[src/median_threshold_binarizer_top_macros.svh]
// Assertion macros for the binarizer RTL.
// Each macro expects clk and rst_n in scope.
`ifndef MEDIAN_THRESHOLD_BINARIZER_TOP_MACROS_SVH
`define MEDIAN_THRESHOLD_BINARIZER_TOP_MACROS_SVH

// Check a property on every clock outside reset
`define MTB_ASSERT_PROP(lbl, prop, msg) \
  lbl: assert property (@(posedge clk) disable iff (!rst_n) prop) else $error(msg);

// Check that a condition never holds outside reset
`define MTB_ASSERT_NEVER(lbl, cond, msg) \
  lbl: assert property (@(posedge clk) disable iff (!rst_n) !(cond)) else $error(msg);

`endif

[src/mtb_pkg.sv]
// Shared types, codes and constants of the median threshold binarizer.
// No dependencies.
package mtb_pkg;

  localparam int MAX_PIXELS_DEF = 65536;

  // Grey weights and reciprocal of 100 (exact for sums below 25600)
  localparam int W_RED     = 30;
  localparam int W_GREEN   = 59;
  localparam int W_BLUE    = 11;
  localparam int SUM_W     = 15;
  localparam int RECIP_W   = 13;
  localparam int PROD_W    = SUM_W + RECIP_W;
  localparam logic [RECIP_W-1:0] GREY_RECIP = 13'd5243;
  localparam int GREY_SHIFT = 19;

  localparam logic [7:0] PIX_WHITE = 8'd255;
  localparam logic [7:0] PIX_BLACK = 8'd0;
  localparam int HIST_BINS = 256;

  localparam logic KIND_LOAD = 1'b0;
  localparam logic KIND_READ = 1'b1;

  localparam logic [1:0] RES_THRESHOLD = 2'd0;
  localparam logic [1:0] RES_PIXEL     = 2'd1;
  localparam logic [1:0] RES_ERROR     = 2'd2;

  typedef struct packed {
    logic       kind;
    logic [7:0] red;
    logic [7:0] green;
    logic [7:0] blue;
    logic       last;
  } in_item_t;

  typedef struct packed {
    logic [1:0] result_kind;
    logic [7:0] threshold;
    logic [7:0] pixel_out;
    logic       frame_end;
  } out_item_t;

  // Command passed from front to back
  typedef struct packed {
    logic       kind;
    logic [7:0] grey;
    logic       last;
  } cmd_t;

  // Queue status seen by both sides
  typedef struct packed {
    logic full;
    logic empty;
  } q_stat_t;

  typedef enum logic [2:0] {
    ST_IDLE,
    ST_LD_RD,
    ST_MED_RD,
    ST_MED_AC,
    ST_RD_RD,
    ST_EMIT
  } back_state_t;

endpackage

[src/mtb_front.sv]
// Front: accepts input beats, forms the weighted grey sum, then scales to grey.
// Depends on mtb_pkg.
module mtb_front (
  input  logic              clk,
  input  logic              rst_n,
  input  logic              in_valid,
  output logic              in_stall,
  input  mtb_pkg::in_item_t in_data,
  input  mtb_pkg::q_stat_t  q_stat,
  output logic              push,
  output mtb_pkg::cmd_t     push_cmd
);
  import mtb_pkg::*;

  logic             vld_r;
  logic             kind_r;
  logic             last_r;
  logic [SUM_W-1:0] sum_r;
  logic [SUM_W-1:0] sum_nxt;
  logic [PROD_W-1:0] prod;
  logic             adv;

  // Weighted sum of the three channels
  assign sum_nxt = SUM_W'(in_data.red)   * SUM_W'(W_RED)
                 + SUM_W'(in_data.green) * SUM_W'(W_GREEN)
                 + SUM_W'(in_data.blue)  * SUM_W'(W_BLUE);

  assign adv      = !vld_r || !q_stat.full;
  assign in_stall = vld_r && q_stat.full;

  always_ff @(posedge clk) begin
    if (!rst_n) begin
      vld_r <= 1'b0;
    end else if (adv) begin
      vld_r <= in_valid;
    end
    if (adv) begin
      kind_r <= in_data.kind;
      last_r <= in_data.last;
      sum_r  <= sum_nxt;
    end
  end

  // Divide by 100 through the reciprocal
  assign prod          = PROD_W'(sum_r) * PROD_W'(GREY_RECIP);
  assign push          = vld_r && !q_stat.full;
  assign push_cmd.kind = kind_r;
  assign push_cmd.last = last_r;
  assign push_cmd.grey = prod[GREY_SHIFT +: 8];
endmodule

[config.mk]
export PLATFORM = sky130hd
export DESIGN_NAME = mtb_front
export DESIGN_NICKNAME = d
export VERILOG_FILES = /design/src/median_threshold_binarizer_top_macros.svh /design/src/mtb_pkg.sv /design/src/mtb_front.sv
export SDC_FILE = /design/constraint.sdc
export NUM_CORES = 1
export LEC_CHECK = 0
export ABC_AREA = 1
export BUFFER_PORTS_ARGS = -buffer_cell sky130_fd_sc_hd__buf_2
export CORE_MARGIN = 1
export CORE_UTILIZATION = 59
export CTS_BUF_LIST = sky130_fd_sc_hd__clkbuf_8
export DETAILED_ROUTE_END_ITERATION = 8
export HOLD_SLACK_MARGIN = 0.1
export PLACE_DENSITY_LB_ADDON = 0.3
export SYNTH_ARGS = -nofsm -noshare
export SYNTH_HDL_FRONTEND = slang
export SYNTH_SLANG_ARGS = --single-unit
[constraint.sdc]
create_clock -name clk -period 5.4 [get_ports clk]
set_input_delay 1.08 -clock clk [delete_from_list [all_inputs] [get_ports clk]]
set_output_delay 1.08 -clock clk [all_outputs]
set_load 0.03 [all_outputs]
## Word-level counts from Yosys, hierarchy flattened

Cells that the tools add are included.
Widths: inputs -> output; s select.

| storage, ports and cells | value |
|---|---|
| bits in registers | 18 |
| logic and storage cells | 15 |

| cells by class | value |
|---|---|
| add/subtract/negate cells | 2 |
| $mul | 4 |
| reduce and logical (&&, ||, !) cells | 5 |

Operators by type and width:

| cell | count |
|---|---|
| $mul 15x13->27 const B | 1 |
| $mul 8x4->12 const B | 2 |
| $add 13x14->15 | 1 |
| $add 15x12->15 | 1 |
| $mul 8x6->14 const B | 1 |
| $logic_and 1x1->1 | 2 |
| $logic_not 1->1 | 2 |
| $logic_or 1x1->1 | 1 |

## Longest topological paths before layout

| depth | value |
|---|---|
| word-level depth | 3 |
| depth in mapped cells | 23 |
| depth with buffers taken out | 22 |

## Worst setup path before layout

Ideal clock, no wire load.

| timing | value |
|---|---|
| kind | input -> register |
| start point | input port in_data[20] in the netlist's numbering |
| end point | register sum_r[12] (data pin) |
| library setup time | 0.262 ns |
| data arrival time | 5.414 ns |
| required time | 5.138 ns |
| setup slack | -0.276 ns |
| cell stages on the path | 22 |
| path through | inv_1 fa_1 fa_1 inv_1 ha_1 a21oi_1 nand2_1 a21oi_1 o21bai_1 xor2_1 inv_1 ha_1 inv_1 fa_1 fa_1 inv_1 ha_1 nand2_1 nor2_1 nand2_1 o211ai_2 xor2_1 |

| between the ends | value |
|---|---|
| word-level cells in the longest chain between the ends | 3 |

RTL lines:

| item | RTL line | source |
|---|---|---|
| from (decl) | mtb_front.sv:8 | `input mtb_pkg::in_item_t in_data,` |
| $mul 8x4->12 | mtb_front.sv:24 | `assign sum_nxt = SUM_W'(in_data.red) * SUM_W'(W_RED)` |
| $add 13x14->15 | mtb_front.sv:25 | `+ SUM_W'(in_data.green) * SUM_W'(W_GREEN)` |
| $add 15x12->15 | mtb_front.sv:26 | `+ SUM_W'(in_data.blue) * SUM_W'(W_BLUE);` |
| via sum_nxt[12] | mtb_front.sv:19 | `logic [SUM_W-1:0] sum_nxt;` |
| to (signal assigned) | mtb_front.sv:40 | `sum_r <= sum_nxt;` |
| to (decl) | mtb_front.sv:18 | `logic [SUM_W-1:0] sum_r;` |

The timed path passes the listed nets, and every way through them passes these cells.
A chain may end at the register's enable or synchronous reset.

==> key figures <==
Run status
  – Status: finished with violations
  – Failing checks: setup timing

Yosys
  – Syn_nets: 1189
  – Post-synth EDFFs: 17
  – Synth Register Bits: 18
  – Post-synth top flop: edfxtp_1
  – XOR/XNOR Fraction of Synth Area: 2.39%
  – Top cell type by total area after synthesis: fa_1
  – Post-synth top area share: 34.3%
  – Post-Syn Area: 0.00770 mm²
  – Cells after Synth: 865
  – Post-synthesis simple-gate area fraction: 11.5%
  – Adder-Cell Fraction of Synth Area: 60.5%
  – Post-synthesis cell type count: 32
  – Synth Area in Compound Gates: 5.52%
  – Post-synthesis sequential area ratio: 6.89%
  – Largest family of logic cells by synthesized area: adder cells
  – Synth warn: 0
  – Async set or reset register ratio after synthesis: 0%
  – Mean post-synth cell area: 8.90 µm²
  – Mux contribution to synthesized area: 0%
  – Largest cells by area after synthesis: fa_1 34%, ha_1 26%, inv_1 12%

Placed design
  – Pre-CTS WS: -0.503 ns
  – Post-Place Cell Area: 0.00855 mm²
  – I/O Buffers: 41
  – Placer Congestion: 0.891
  – DPL Wire Length: 14.5 mm

Global route
  – Total GRT Usage: 28.4%
  – Largest net degree at the start of global routing: 19
  – Vias in the first global route: 6376
  – First-pass GRT wire length: 29.6 mm
  – Grt ovf: 0
  – Initial antenna violation count: 0

STA
  – Post-layout min period: 5.68 ns
  – Fmax: 176 MHz
  – Fin Clk Skew: 0.00221 ns
  – Slew Limit Headroom: 47.7%
  – Final Max Slew Viols: 0
  – Final cycle utilization of the critical path: 105%
  – Setup slack after layout: -0.283 ns
  – Setup violators final: 17
  – RSZ-0062 raised after global routing: true
  – Worst slew pin tran: 0.782 ns
  – Worst hold margin: 0.995 ns
  – Final Hold Violating Endpoints: 0

Detailed routing
  – DRC Markers: 0
  – Via count: 6348
  – Routed wire length: 20.8 mm
  – DRT iter0 DRCs: 478
  – Post-route ant nets: 0
  – Via/cell ratio: 5.45
  – DR WL/cell: 17.9 µm
  – First drt pass iteration count: 6

Layout
  – Layout cells sized above 1: 31.0%
  – Area Overhead vs Synth: 28.3%
  – # diodes: 0
  – Final Instance Area: 0.00988 mm²
  – Layout Nets: 1318

Setup path
  – Worst Path Max Fanout: 5
  – Crit. End Element: output port
  – Crit path DAT: 4.60 ns
  – Startpoint type of the worst setup path: flip-flop
  – Required @ worst endpoint: 4.32 ns
  – Most frequent CP cell: fa_1
  – Top delay family on crit path: adder cells
  – CP Class: flip-flop to output port
  – Worst path bufs/invs: 2
  – CP Cell Sequence: buf_4 > fa_1 > ha_4 > fa_1 > fa_1 > fa_1 > ha_4 > nand4_1 > nor3_2 > nand4_1 > nand3_1 > nand2_1 > nand2_1 > buf_6
  – CP max stage cell: fa_1
  – Critical path's largest stage delay: 0.60 ns

Die
  – Area of the die: 0.0135 mm²
  – Die height: 116 µm
  – Die W: 116 µm
  – Core ar.: 0.0127 mm²
  – Cell Rows: 41
  – Ports: 43
  – Initial Util: 60.8%

Clocking
  – CTS tree: yes
  – CTS Buffer Depth: 2
  – Clock latency on the worst-skew pair: 0.26 ns
  – Clock Pin Slew Worst Setup and Hold Paths: 0.07 ns
  – # clock sinks: 18
  – H-tree depth: 1
  – Hold_buf cts: 0
  – CTS buffer count: 3
  – Root buf cell: clkbuf_8

Flow run
  – Max-cap violations: 0

Min path
  – Worst hold path class: primary input to flip-flop
-- area by class of cell --
class,instances,area [µm²]
multi-input cells,586,7090
fillers,789,2790
repair buffers,134,1030
inverters,251,958
flip-flops and latches,18,531
well taps,172,215
clock buffers,4,55.1
-- layout by cell type (no fill, tap or decap), types with 18 or more instances in the layout --
master	instances
buf_4	86
inv_1	217
fa_1	124
nand2_1	81
buf_2	29
ha_4	35
inv_2	29
nand3_1	22
nor2_1	18
a21oi_1	19
ha_1	125
-- routing by layer --
| layer | wire length [µm] | track usage, % | up-vias | share of wire [%] |
|---|---|---|---|---|
| li1 | - | - | 2924 | - |
| met1 | 8290 | 38.0 | 3121 | 40 |
| met2 | 11100 | 50.9 | 245 | 53 |
| met3 | 1040 | 2.34 | 58 | 5.0 |
| met4 | 432 | 4.70 | 0 | 2.1 |
| met5 | 0 | 0 | - | 0 |
-- worst paths after layout --
path              cells after the start        from     endpoint  slack, ns
hold / removal                        1  in_data[0]       last_r        1.0
hold reg to reg                       1       vld_r       last_r       1.14
setup reg to reg                      3       vld_r        vld_r       4.08
setup / recovery                     14   sum_r[12]  push_cmd[3]      -0.28
-- what timing repair did --
action,in CTS,in global routing
hold endpoints to repair,0,0
setup buffers,30,19
gates resized for setup,125,79
cloned,0,0
setup endpoints to repair,17,16
pin swaps,93,78
-- flip-flops by register name (all words and copies together) (netlist names) --
| signal | cells |
|---|---|
| sum_r | 15 |
| kind_r | 1 |
| last_r | 1 |
| vld_r | 1 |
-- kinds of logic (layout without fill, tap and decap cells) --
group / count (synthesis) / in the layout
AOI/OAI and AO/OA: 74 / 74
buffers and inverters: 261 / 389
and+or+nand+nor: 198 / 198
xor gates and xnor gates: 21 / 21
DFF: 18 / 18
adders and majority gates: 293 / 293
-- per-stage QoR --
stage / utilization (%) / std cells / TNS (ns)
4_1_cts: 73.8 / 1147 / -0.773
5_1_grt: 78.0 / 1165 / -5.18
3_3_place_gp: 67.5 / 1113 / -2.98
6_report: 78.0 / 1165 / -2.75
2_1_floorplan: - / 865 / -0.00305
3_5_place_dp: 67.5 / 1113 / -3.67
-- cells in the mapped netlist, types with 6 or more instances --
cell,instances
nand4_1,14
inv_1,249
edfxtp_1,17
fa_1,132
xor2_1,15
nand3_1,28
a21oi_1,40
buf_4,10
xnor2_1,6
nand2_1,105
o21bai_1,8
o21ai_0,13
nor2_1,31
ha_1,161
Power is left out: the tool's default activity adds up to more than one toggle a clock period on the data nets, which glitch-free logic cannot reach.
