==> config.mk <==
export PLATFORM = sky130hd
export DESIGN_NAME = mtb_queue
export DESIGN_NICKNAME = d
export VERILOG_FILES = /design/src/median_threshold_binarizer_top_macros.svh /design/src/mtb_pkg.sv /design/src/mtb_queue.sv
export SDC_FILE = /design/constraint.sdc
export NUM_CORES = 1
export LEC_CHECK = 0
export ABC_AREA = 1
export BUFFER_PORTS_ARGS = -buffer_cell sky130_fd_sc_hd__buf_2
export CAP_MARGIN = 40
export CORE_UTILIZATION = 54
export DETAILED_ROUTE_END_ITERATION = 8
export PLACE_DENSITY = 0.81
export SLEW_MARGIN = 10
export SYNTH_ARGS = -nofsm -noshare
export SYNTH_HDL_FRONTEND = slang
export SYNTH_SLANG_ARGS = --single-unit
==> constraint.sdc <==
create_clock -name clk -period 3.75 [get_ports clk]
set_input_delay 0.5625 -clock clk [delete_from_list [all_inputs] [get_ports clk]]
set_output_delay 0.5625 -clock clk [all_outputs]
set_load 0.01 [all_outputs]
==> src/median_threshold_binarizer_top_macros.svh <==
// Assertion macros for the binarizer RTL.
// Each macro expects clk and rst_n in scope.
`ifndef MEDIAN_THRESHOLD_BINARIZER_TOP_MACROS_SVH
`define MEDIAN_THRESHOLD_BINARIZER_TOP_MACROS_SVH

// Check a property on every clock outside reset
`define MTB_ASSERT_PROP(lbl, prop, msg) \
  lbl: assert property (@(posedge clk) disable iff (!rst_n) prop) else $error(msg);

// Check that a condition never holds outside reset
`define MTB_ASSERT_NEVER(lbl, cond, msg) \
  lbl: assert property (@(posedge clk) disable iff (!rst_n) !(cond)) else $error(msg);

`endif

==> src/mtb_pkg.sv <==
// Shared types, codes and constants of the median threshold binarizer.
// No dependencies.
package mtb_pkg;

  localparam int MAX_PIXELS_DEF = 65536;

  // Grey weights and reciprocal of 100 (exact for sums below 25600)
  localparam int W_RED     = 30;
  localparam int W_GREEN   = 59;
  localparam int W_BLUE    = 11;
  localparam int SUM_W     = 15;
  localparam int RECIP_W   = 13;
  localparam int PROD_W    = SUM_W + RECIP_W;
  localparam logic [RECIP_W-1:0] GREY_RECIP = 13'd5243;
  localparam int GREY_SHIFT = 19;

  localparam logic [7:0] PIX_WHITE = 8'd255;
  localparam logic [7:0] PIX_BLACK = 8'd0;
  localparam int HIST_BINS = 256;

  localparam logic KIND_LOAD = 1'b0;
  localparam logic KIND_READ = 1'b1;

  localparam logic [1:0] RES_THRESHOLD = 2'd0;
  localparam logic [1:0] RES_PIXEL     = 2'd1;
  localparam logic [1:0] RES_ERROR     = 2'd2;

  typedef struct packed {
    logic       kind;
    logic [7:0] red;
    logic [7:0] green;
    logic [7:0] blue;
    logic       last;
  } in_item_t;

  typedef struct packed {
    logic [1:0] result_kind;
    logic [7:0] threshold;
    logic [7:0] pixel_out;
    logic       frame_end;
  } out_item_t;

  // Command passed from front to back
  typedef struct packed {
    logic       kind;
    logic [7:0] grey;
    logic       last;
  } cmd_t;

  // Queue status seen by both sides
  typedef struct packed {
    logic full;
    logic empty;
  } q_stat_t;

  typedef enum logic [2:0] {
    ST_IDLE,
    ST_LD_RD,
    ST_MED_RD,
    ST_MED_AC,
    ST_RD_RD,
    ST_EMIT
  } back_state_t;

endpackage

==> src/mtb_queue.sv <==
// Two-entry command queue between front and back.
// Depends on mtb_pkg.
module mtb_queue (
  input  logic             clk,
  input  logic             rst_n,
  input  logic             push,
  input  mtb_pkg::cmd_t    push_cmd,
  input  logic             pop,
  output mtb_pkg::cmd_t    pop_cmd,
  output mtb_pkg::q_stat_t q_stat
);
  import mtb_pkg::*;

  cmd_t       ent_r [2];
  logic       wp_r;
  logic       rp_r;
  logic [1:0] cnt_r;

  always_ff @(posedge clk) begin
    if (!rst_n) begin
      wp_r  <= 1'b0;
      rp_r  <= 1'b0;
      cnt_r <= 2'd0;
    end else begin
      if (push) wp_r <= ~wp_r;
      if (pop)  rp_r <= ~rp_r;
      cnt_r <= cnt_r + 2'(push) - 2'(pop);
    end
    if (push) ent_r[wp_r] <= push_cmd;
  end

  assign pop_cmd      = ent_r[rp_r];
  assign q_stat.full  = (cnt_r == 2'd2);
  assign q_stat.empty = (cnt_r == 2'd0);
endmodule

# Word-level counts from Yosys, hierarchy flattened
# Memories as Yosys holds them, arrays and structs flattened. A register that Yosys moved wholly into a read port is not among the register bits.
# Index checks and enable logic that the tools add are counted.
# op_classes
add_sub_neg	2
eq_ne	1
n_mux	4
n_bitwise	2
n_reduce_logical	1
# op_table
operator	n
two-way mux 1 bit	4
adder 2 x 1 -> 2 bit	1
== test 2 bit (second input constant)	1
zero test 2 bit	1
inverter 1 bit	2
subtractor 2 x 1 -> 2 bit	1
# totals
ff_bits	4
ram_bits	20
input_bits	14
output_inout_bits	12
elab_cells	14
mem_count	1
# memory_table
name	words	width	rd	rd_clocked_by_memory_dff	wr	line_no	source
ent_r	2	10	1	1	1	mtb_queue.sv:14	cmd_t ent_r [2];

# Longest topological paths before layout
# Gate-level depths: netlist (run 1).
# logic_depth
ltp_word	3
depth_mapped	9
mapped_depth_nobuf	9

# Worst setup path before layout (run 1)
# Ideal clock, no wire load.
# synth_path
path_kind	input to register
from	input port push
to	memory ent_r[0][0] (netlist bit) (enable)
setup_ns	0.376
arrival_ns	1.034
required_ns	3.374
slack_ns	2.340
path_stages	2
path_buffers	0
path_cell_list	inv_1 > nor2_1
# synth_via
elab_chain_len	2
# synth_rtl
element	line_no	source
from (decl)	mtb_queue.sv:6	input logic push,
two-way mux 1 bit	mtb_queue.sv:29	if (push) ent_r[wp_r] <= push_cmd;
two-way mux 1 bit (implied by the code)	mtb_queue.sv:29	
to (decl)	mtb_queue.sv:14	
# No other way between the ends.

==> results of run 1 <==
-- area by class of cell --
type,count,share of cell area (%)
Sequential cell,25,60.3
Multi-Input combinational cell,31,21.4
Timing Repair Buffer,25,10.8
Tap cell,25,2.69
Inverter,7,2.26
Clock buffer,3,1.94
Clock inverter,1,0.646
-- per-layer routing --
metal	vias up	wire (um)
li1	276	-
met1	264	553
met2	23	662
met3	2	73
met4	0	10
met5	-	0
-- kinds of logic after synthesis --
group | count (synthesis) | synth area share [%]
buf+inv | 8 | 3.80
compound gates | 1 | 0.506
fa+ha+maj | 2 | 2.53
mux | 10 | 15.2
flops | 25 | 71.0
simple gates | 18 | 6.97
-- cell usage after synthesis --
master    number
inv_1          7
dfxtp_1        5
buf_6          1
nand2_1        8
ha_1           2
edfxtp_1      20
nand3_1        1
nor2_1         9
a21oi_1        1
mux2_4        10
-- state kept, by name (all words and copies together) (netlist names), named ones only --
name   cells
cnt_r      2
rp_r       1
ent_r     20
wp_r       1
-- metrics by stage --
step                      cells  power, mW  cell area, sq um  setup WS, ns  utilization (%)
after global routing        117      0.540              1160          1.58             67.3
final                       117      0.517              1160          1.65             67.3
after detailed placement    113      0.408              1130          1.97             65.6
after floorplan              64      0.381               987          2.34                -
after global placement      113      0.404              1130          2.00             65.6
after CTS                   117      0.522              1160          1.61             67.3
-- cells in the final DEF (no fill, tap or decap) --
cell type,count
buf_2,25
edfxtp_1,20
mux2_4,10
nor2_1,9
nand2_1,8
inv_1,7
dfxtp_1,5
clkbuf_4,3
ha_1,2
a21oi_1,1
nand3_1,1
clkinvlp_4,1
-- worst paths after layout --
check / slack (ns) / end / start
hold / removal: 0.43 / ent_r[1][9] / push_cmd[9]
setup / recovery: 1.65 / pop_cmd[7] / register
hold reg to reg: 0.52 / register / rp_r
setup reg to reg: 2.39 / ent_r[0][2] / wp_r
-- report_power, final --
| part | internal (mW) | switching (mW) |
|---|---|---|
| combinational | 0.0377 | 0.0352 |
| sequential | 0.318 | 0.0101 |
| clock | 0.0406 | 0.0756 |
| total | 0.396 | 0.121 |
==> impl_metrics.env, run 1 <==
export IMPL_p_leak_nw=0.512
export IMPL_htreeDepth=1
export IMPL_cp_depth=2
export IMPL_cap_violations=0
export IMPL_overflow=0
export IMPL_final_hold_viol_count=0
export IMPL_power_density_nw_per_um2=445
export IMPL_cts_tree="yes"
export IMPL_vias=565
export IMPL_status="finished clean"
export IMPL_synth_top_cell_area_share_pct=60.8
export IMPL_synth_seq_area_share_pct=71.0
export IMPL_start_util_pct=57.2
export IMPL_start_kind="register"
export IMPL_worst_clock_skew_ns=0.00237
export IMPL_syn_num_nets=80
export IMPL_antennaDiodeCount=0
export IMPL_final_max_slew_viol_count=0
export IMPL_tns_ns=0
export IMPL_antenna_found_initial=0
export IMPL_num_fill_cells=135
export IMPL_cts_made_buffers=3
export IMPL_end_kind="output pin"
export IMPL_period_needed_ns=2.10
export IMPL_wl_um=1300
export IMPL_track_usage_pct=14.9
export IMPL_clk_path_buf_depth=2
export IMPL_die_w_um=44.8
export IMPL_use_met3_pct=4.80
export IMPL_met2_usage_pct=24.7
export IMPL_final_antenna_net_count=0
export IMPL_cp_top_family="flip-flops"
export IMPL_cts_setup_buffers=0
export IMPL_clock_latency_ns=0.30
export IMPL_path_clk_slew_ns=0.13
export IMPL_synth_cells=64
export IMPL_yosysTopAreaCell="edfxtp_1"
export IMPL_setup_viol_count_final=0
export IMPL_fin_crit_sh_pct=56.1
export IMPL_ctsRootBufferMaster="clkbuf_4"
export IMPL_slowest_stage="dfxtp_1"
export IMPL_clock_sinks=25
export IMPL_worstSetupPathType="reg2out"
export IMPL_grt_busiest_layer="met2"
export IMPL_multiInputGateArea_sq_um=249
export IMPL_synth_area_leaders="edfxtp_1 61%, mux2_4 15%, dfxtp_1 10%"
export IMPL_regArea_sq_um=701
export IMPL_place_gp_congestion=0.644
export IMPL_reg2reg_depth=1
export IMPL_path_buf_inv=1
export IMPL_vdd_drop_max_v=0.000295
export IMPL_port_buffers=25
export IMPL_dieArea_sq_um=2000
export IMPL_rsz0062_at_grt="no"
export IMPL_first_iter_violations=12
export IMPL_io_pins=26
export IMPL_ys_ff_latch=25
export IMPL_arrival_ns=1.54
export IMPL_crit_path_max_fanout=10
export IMPL_die_h_um=44.8
export IMPL_routedWlPerCell_um=11.1
export IMPL_crit_chain="mux2_4, buf_2"
export IMPL_fp_coreArea_sq_um=1730
export IMPL_syn_area_sq_um=987
export IMPL_first_pass_iters=4
export IMPL_vias_per_cell=4.83
export IMPL_drive_gt1_share_pct=42.4
export IMPL_ys_warn_count=0
export IMPL_dp_hpwl_um=953
export IMPL_first_global_vias=497
export IMPL_worstHoldPathCells=1
export IMPL_hp_class="in2reg"
export IMPL_grt_max_degree=16
export IMPL_use_met1_pct=17.6
export IMPL_worst_slew_pin_slew_ns=0.841
export IMPL_cts_resized=0
export IMPL_area_growth_pct=17.7
export IMPL_std_cell_rows=15
export IMPL_drc=0
export IMPL_slew_headroom_pct=43.7
export IMPL_fmax_ghz=0.476
export IMPL_ys_types=10
export IMPL_cp_required_ns=3.19
export IMPL_finalNetCount=109
export IMPL_whs_ns=0.433
export IMPL_holdBufCountCts=0
export IMPL_grt_pass1_wl_um=2030
export IMPL_avgSynthCellArea_sq_um=15.4
export IMPL_cp_slowest_stage_delay_ns=0.74
(Power assumes the default switching activity.)
==> run 2: changes to the inputs <==
Settings changed: ABC_AREA 1 to 0, CORE_UTILIZATION 54 to 49, PLACE_DENSITY 0.81 to 0.75.
Clock period 3.75 ns to 2.1 ns, I/O delays scaled along.
==> run 2 against run 1 <==
Net effect: total power up 80%; clock-buffer cell count unchanged; die area rose by 5.1%; critical path depth is the same; worst setup slack worse by 1.3 ns; clock skew fell by 0.0019 ns; sequential share of layout area grew 1.7 points; synthesized cell count is 19% lower; synthesized area fell by 4.4%; non-clock buffer count rose by 1; sequential cell count unchanged; largest cell class unchanged.
==> impl_metrics.env, run 2 <==
export IMPL_port_buffers=25
export IMPL_synth_seq_area_share_pct=74.3
export IMPL_synth_most_common_cell="edfxtp_1"
export IMPL_syn_area_sq_um=943
export IMPL_cts_setup_buffers=0
export IMPL_fin_cells=106
export IMPL_start_kind="register"
export IMPL_place_gp_congestion=0.621
export IMPL_power_density_nw_per_um2=824
export IMPL_vias=500
export IMPL_finalNetCount=98
export IMPL_place_area_sq_um=1100
export IMPL_slowest_stage="dfxtp_1"
export IMPL_ctsRootBufferMaster="clkbuf_4"
export IMPL_overflow=0
export IMPL_clock_sinks=25
export IMPL_status="finished clean"
export IMPL_antenna_found_initial=0
export IMPL_synth_common_cells="20 x edfxtp_1, 10 x mux2_2, 5 x dfxtp_1"
export IMPL_drive_gt1_share_pct=49.4
export IMPL_clock_latency_ns=0.30
export IMPL_final_antenna_net_count=0
export IMPL_setup_slack_ns=0.340
export IMPL_synth_area_leaders="edfxtp_1 64%, mux2_2 12%, dfxtp_1 11%"
export IMPL_worst_clock_skew_ns=0.000445
export IMPL_period_needed_ns=1.76
export IMPL_cts_tree="yes"
export IMPL_ys_warn_count=0
export IMPL_cts_resized=0
export IMPL_cp_slowest_stage_delay_ns=0.61
export IMPL_routedWlPerCell_um=11.8
export IMPL_reg_top3="ent_r x20, cnt_r x2"
export IMPL_whs_ns=0.190
export IMPL_dp_cells=102
export IMPL_post_route_util_pct=64.0
export IMPL_p_leak_nw=0.454
export IMPL_pre_cts_slack_ns=0.662
export IMPL_regMostFlops="ent_r"
export IMPL_die_w_um=45.9
export IMPL_arrival_ns=1.45
export IMPL_holdBufCountCts=0
export IMPL_synth_top_cell_area_share_pct=63.7
export IMPL_worstSetupPathType="reg2out"
export IMPL_p_total_mw=0.931
export IMPL_path_buf_inv=1
export IMPL_std_cell_rows=15
export IMPL_htreeDepth=1
export IMPL_dieArea_sq_um=2100
export IMPL_async_flop_share_pct=0
export IMPL_grt_max_degree=15
export IMPL_ys_types=12
export IMPL_first_iter_violations=15
export IMPL_final_cell_mix="25 x buf_2, 20 x edfxtp_1, 10 x mux2_2"
export IMPL_vdd_drop_max_v=0.000459
export IMPL_largest_reg_flops=20
export IMPL_path_clk_slew_ns=0.12
export IMPL_cap_violations=0
export IMPL_synth_main_ff_cell="edfxtp_1"
export IMPL_end_kind="output pin"
export IMPL_vias_per_cell=4.72
export IMPL_avgSynthCellArea_sq_um=18.1
export IMPL_die_h_um=45.9
export IMPL_fin_area_sq_um=1130
export IMPL_track_usage_pct=12.9
export IMPL_crit_chain="mux2_2, buf_2"
export IMPL_drc=0
export IMPL_fp_coreArea_sq_um=1760
export IMPL_clk_path_buf_depth=2
export IMPL_antennaDiodeCount=0
export IMPL_rsz0062_at_grt="no"
export IMPL_hp_class="in2reg"
export IMPL_worst_slew_pin_slew_ns=0.467
export IMPL_ys_ff_latch=25
export IMPL_cp_required_ns=1.78
export IMPL_syn_num_nets=68
export IMPL_setup_viol_count_final=0
export IMPL_final_common_cell="buf_2"
export IMPL_area_growth_pct=19.8
export IMPL_grt_pass1_wl_um=1830
export IMPL_yosysTopAreaCell="edfxtp_1"
export IMPL_wl_um=1250
export IMPL_slew_headroom_pct=68.8
export IMPL_final_hold_viol_count=0
export IMPL_cts_made_buffers=3
export IMPL_synth_edf_count=20
export IMPL_io_pins=26
export IMPL_start_util_pct=53.5
export IMPL_first_pass_iters=4
export IMPL_cp_top_family="flip-flops"
export IMPL_crit_path_max_fanout=10
export IMPL_final_max_slew_viol_count=0
export IMPL_first_global_vias=473
export IMPL_fin_crit_sh_pct=83.8
export IMPL_synth_cells=52
export IMPL_tns_ns=0
export IMPL_fmax_ghz=0.568
-- run 2: cell count changes in the layout (fill, tap and decap cells not counted), sizes merged, moves of 4 or more --
cell / before / now
nor2: 9 / 1
nor2b: 0 / 4
nand2: 8 / 0
inv: 7 / 2
and2: 0 / 4
-- run 2: routing by layer --
metal	up-vias	global-route usage, %	routed length [um]
met5	-	0	0
met4	0	7.65	18
met3	4	3.57	55
met2	19	22.3	657
met1	231	13.8	517
li1	246	-	-
-- run 2: cell families after synthesis --
kind of cell               share of synthesized area (%)
DFF                                                 74.3
muxes                                               11.9
and+or+nand+nor                                     5.70
buffers and inverters                               1.33
xor gates and xnor gates                            3.32
adders and majority gates                           2.65
AOI/OAI and AO/OA                                  0.796
-- run 2: cell type report --
class	count	area [sq um]
fill	145	634
inverter	2	7.51
timing repair buffer	26	133
sequential	25	701
clock buffer	3	22.5
multi-input combinational	24	230
clock inverter	1	5.00
tap	25	31.3
-- run 2: worst reg2reg max path, cell delays in order, from the launching register on --
cell and delay, ns:
dfxtp_1 0.38, inv_1 0.05, ha_1 0.27, inv_1 0.06, ha_1 0.14, xnor3_1 0.20
nor2b_1 0.10
-- run 2: path summary, 6_finish.rpt --
| kind | from | to | cells after the start | slack [ns] |
|---|---|---|---|---|
| min | push_cmd[2] | ent_r[0][2] | 1 | 0.19 |
| max | register | pop_cmd[1] | 2 | 0.34 |
| max reg2reg | cnt_r[0] | cnt_r[1] | 6 | 0.85 |
| min reg2reg | rp_r | rp_r | 2 | 0.60 |
-- run 2: where the power goes --
part           internal [mW]  total (mW)  switching (mW)
clock network         0.0710       0.199           0.128
logic                 0.0819       0.142          0.0603
registers              0.570       0.590          0.0199
total                  0.723       0.931           0.208
==> run 3: changes to the inputs <==
Clock period 2.1 ns to 1.8 ns, I/O delays scaled along.
==> run 3 against run 2 <==
Net effect: clock power grew 17%; total power rose by 17%; critical path depth unchanged; utilization grew 0.071 points; worst setup slack worse by 0.11 ns; worst hold slack got worse by 0.046 ns; routed wire length up 1.8%; cell count unchanged; non-clock buffer count did not move; first-iteration DRC count fell by 60%; die area stayed put; clock-buffer cell count stayed put; largest cell class unchanged; largest power group unchanged.
==> impl_metrics.env, run 3 (synthesis results as in run 2) <==
export IMPL_regMostFlops="ent_r"
export IMPL_fmax_ghz=0.638
export IMPL_worst_slew_pin_slew_ns=0.460
export IMPL_cp_required_ns=1.53
export IMPL_p_leak_nw=0.454
export IMPL_fin_crit_sh_pct=87.1
export IMPL_final_common_cell="buf_2"
export IMPL_antennaDiodeCount=0
export IMPL_final_hold_viol_count=0
export IMPL_port_buffers=25
export IMPL_final_cell_mix="25 x buf_2, 20 x edfxtp_1, 10 x mux2_2"
export IMPL_drive_gt1_share_pct=50.6
export IMPL_finalNetCount=98
export IMPL_cts_made_buffers=3
export IMPL_routedWlPerCell_um=12.0
export IMPL_track_usage_pct=12.9
export IMPL_power_frac_comb_pct=15.3
export IMPL_r2r_end="cnt_r[1]"
export IMPL_fp_coreArea_sq_um=1760
export IMPL_worstHoldPathCells=1
export IMPL_p_total_mw=1.09
export IMPL_period_needed_ns=1.57
export IMPL_setup_viol_count_final=0
export IMPL_first_pass_iters=4
export IMPL_htreeDepth=1
export IMPL_status="finished clean"
export IMPL_min_from="push_cmd[2]"
export IMPL_die_w_um=45.9
export IMPL_largest_reg_flops=20
export IMPL_vdd_drop_max_v=0.000540
export IMPL_worstSetupPathType="reg2out"
export IMPL_vias=502
export IMPL_overflow=0
export IMPL_grt_max_degree=15
export IMPL_dieArea_sq_um=2100
export IMPL_reg_top3="ent_r x20, cnt_r x2"
export IMPL_first_global_vias=473
export IMPL_area_growth_pct=19.9
export IMPL_r2r_start="cnt_r[0]"
export IMPL_crit_path_max_fanout=10
export IMPL_clock_latency_ns=0.30
export IMPL_whs_endpoint="ent_r[0][2]"
export IMPL_antenna_found_initial=0
export IMPL_power_density_nw_per_um2=963
export IMPL_hp_class="in2reg"
export IMPL_rrSetupSlack_ns=0.55
export IMPL_slew_headroom_pct=69.3
export IMPL_worst_clock_skew_ns=0.00125
export IMPL_vias_per_cell=4.74
export IMPL_ctsRootBufferMaster="clkbuf_4"
export IMPL_io_pins=26
export IMPL_reg2reg_depth=6
export IMPL_p_clk_share_pct=21.4
export IMPL_first_iter_violations=6
export IMPL_std_cell_rows=15
export IMPL_rsz0062_at_grt="no"
export IMPL_cts_tree="yes"
export IMPL_clk_path_buf_depth=2
export IMPL_grt_pass1_wl_um=1830
export IMPL_path_clk_slew_ns=0.12
export IMPL_start_util_pct=53.5
export IMPL_p_sw_share_pct=22.4
export IMPL_die_h_um=45.9
export IMPL_p_seq_share_pct=63.3
export IMPL_drc=0
export IMPL_final_max_slew_viol_count=0
export IMPL_clock_sinks=25
export IMPL_arrival_ns=1.30
export IMPL_cap_violations=0
export IMPL_internal_power_mw=0.844
export IMPL_netSwitchingPower_mw=0.244
export IMPL_tns_ns=0
export IMPL_place_gp_congestion=0.621
export IMPL_wl_um=1270
export IMPL_final_antenna_net_count=0
export IMPL_end_kind="output pin"
export IMPL_start_kind="register"
[run 3: changes by cell type in the layout (fill, tap and decap cells not counted)]
cell	previous run	this run
dfxtp_1	5	4
dfxtp_2	0	1
[run 3: repair_timing]
action / CTS / global route
endpoints found under the setup margin: 0 / 6
resized for setup: 0 / 1
hold buffers: 0 / 0
buffers inserted: 0 / 0
[run 3: worst max-delay path by stage]
stage / startpoint / to / slack, ns / cells past startpoint
2_1_floorplan: wp_r / ent_r[0][0] / 0.60 / 1
3_3_place_gp: register / pop_cmd[8] / 0.43 / 2
4_1_cts: register / pop_cmd[1] / 0.03 / 2
5_1_grt: register / pop_cmd[1] / 0.16 / 2
3_5_place_dp: register / pop_cmd[1] / 0.41 / 2
6_report: register / pop_cmd[1] / 0.23 / 2
[run 3: power groups by stage]
stage                     clock network [mW]  logic, mW  registers (mW)
after floorplan                            0      0.113           0.690
after global routing                   0.262      0.180           0.694
after global placement                     0      0.163           0.700
after CTS                              0.242      0.169           0.689
final                                  0.233      0.166           0.689
after detailed placement                   0      0.169           0.702
[run 3: area by class of cell]
type                            count  area [sq um]
Tap cell                           25          31.3
Inverter                            2          7.51
Sequential cell                    25           702
Clock inverter                      1          5.00
Timing Repair Buffer               26           133
Fill cell                         145           633
Multi-Input combinational cell     24           230
Clock buffer                        3          22.5
[run 3: per-layer routing]
layer | vias up | part of all wire [%] | GRT usage [%] | routed length (um)
met4 | 0 | 2.3 | 7.65 | 29
met2 | 22 | 51 | 22.3 | 653
li1 | 246 | - | - | -
met5 | - | 0 | 0 | 0
met3 | 6 | 4.9 | 3.57 | 62
met1 | 228 | 41 | 13.8 | 526
[run 3: per-stage QoR]
step | util [%] | setup slack [ns] | area (sq um) | hold slack, ns | instances
floorplan | - | 0.605 | 943 | 0.369 | 52
global placement | 62.5 | 0.432 | 1100 | 0.457 | 102
detailed placement | 62.5 | 0.407 | 1100 | 0.462 | 102
CTS | 64.0 | 0.0318 | 1130 | 0.135 | 106
global route | 64.1 | 0.160 | 1130 | 0.123 | 106
finish | 64.1 | 0.233 | 1130 | 0.144 | 106
[run 3: critical path: stages, from the launching register on]
cell,delay [ns]
dfxtp_2,0.49
mux2_2,0.37
buf_2,0.14
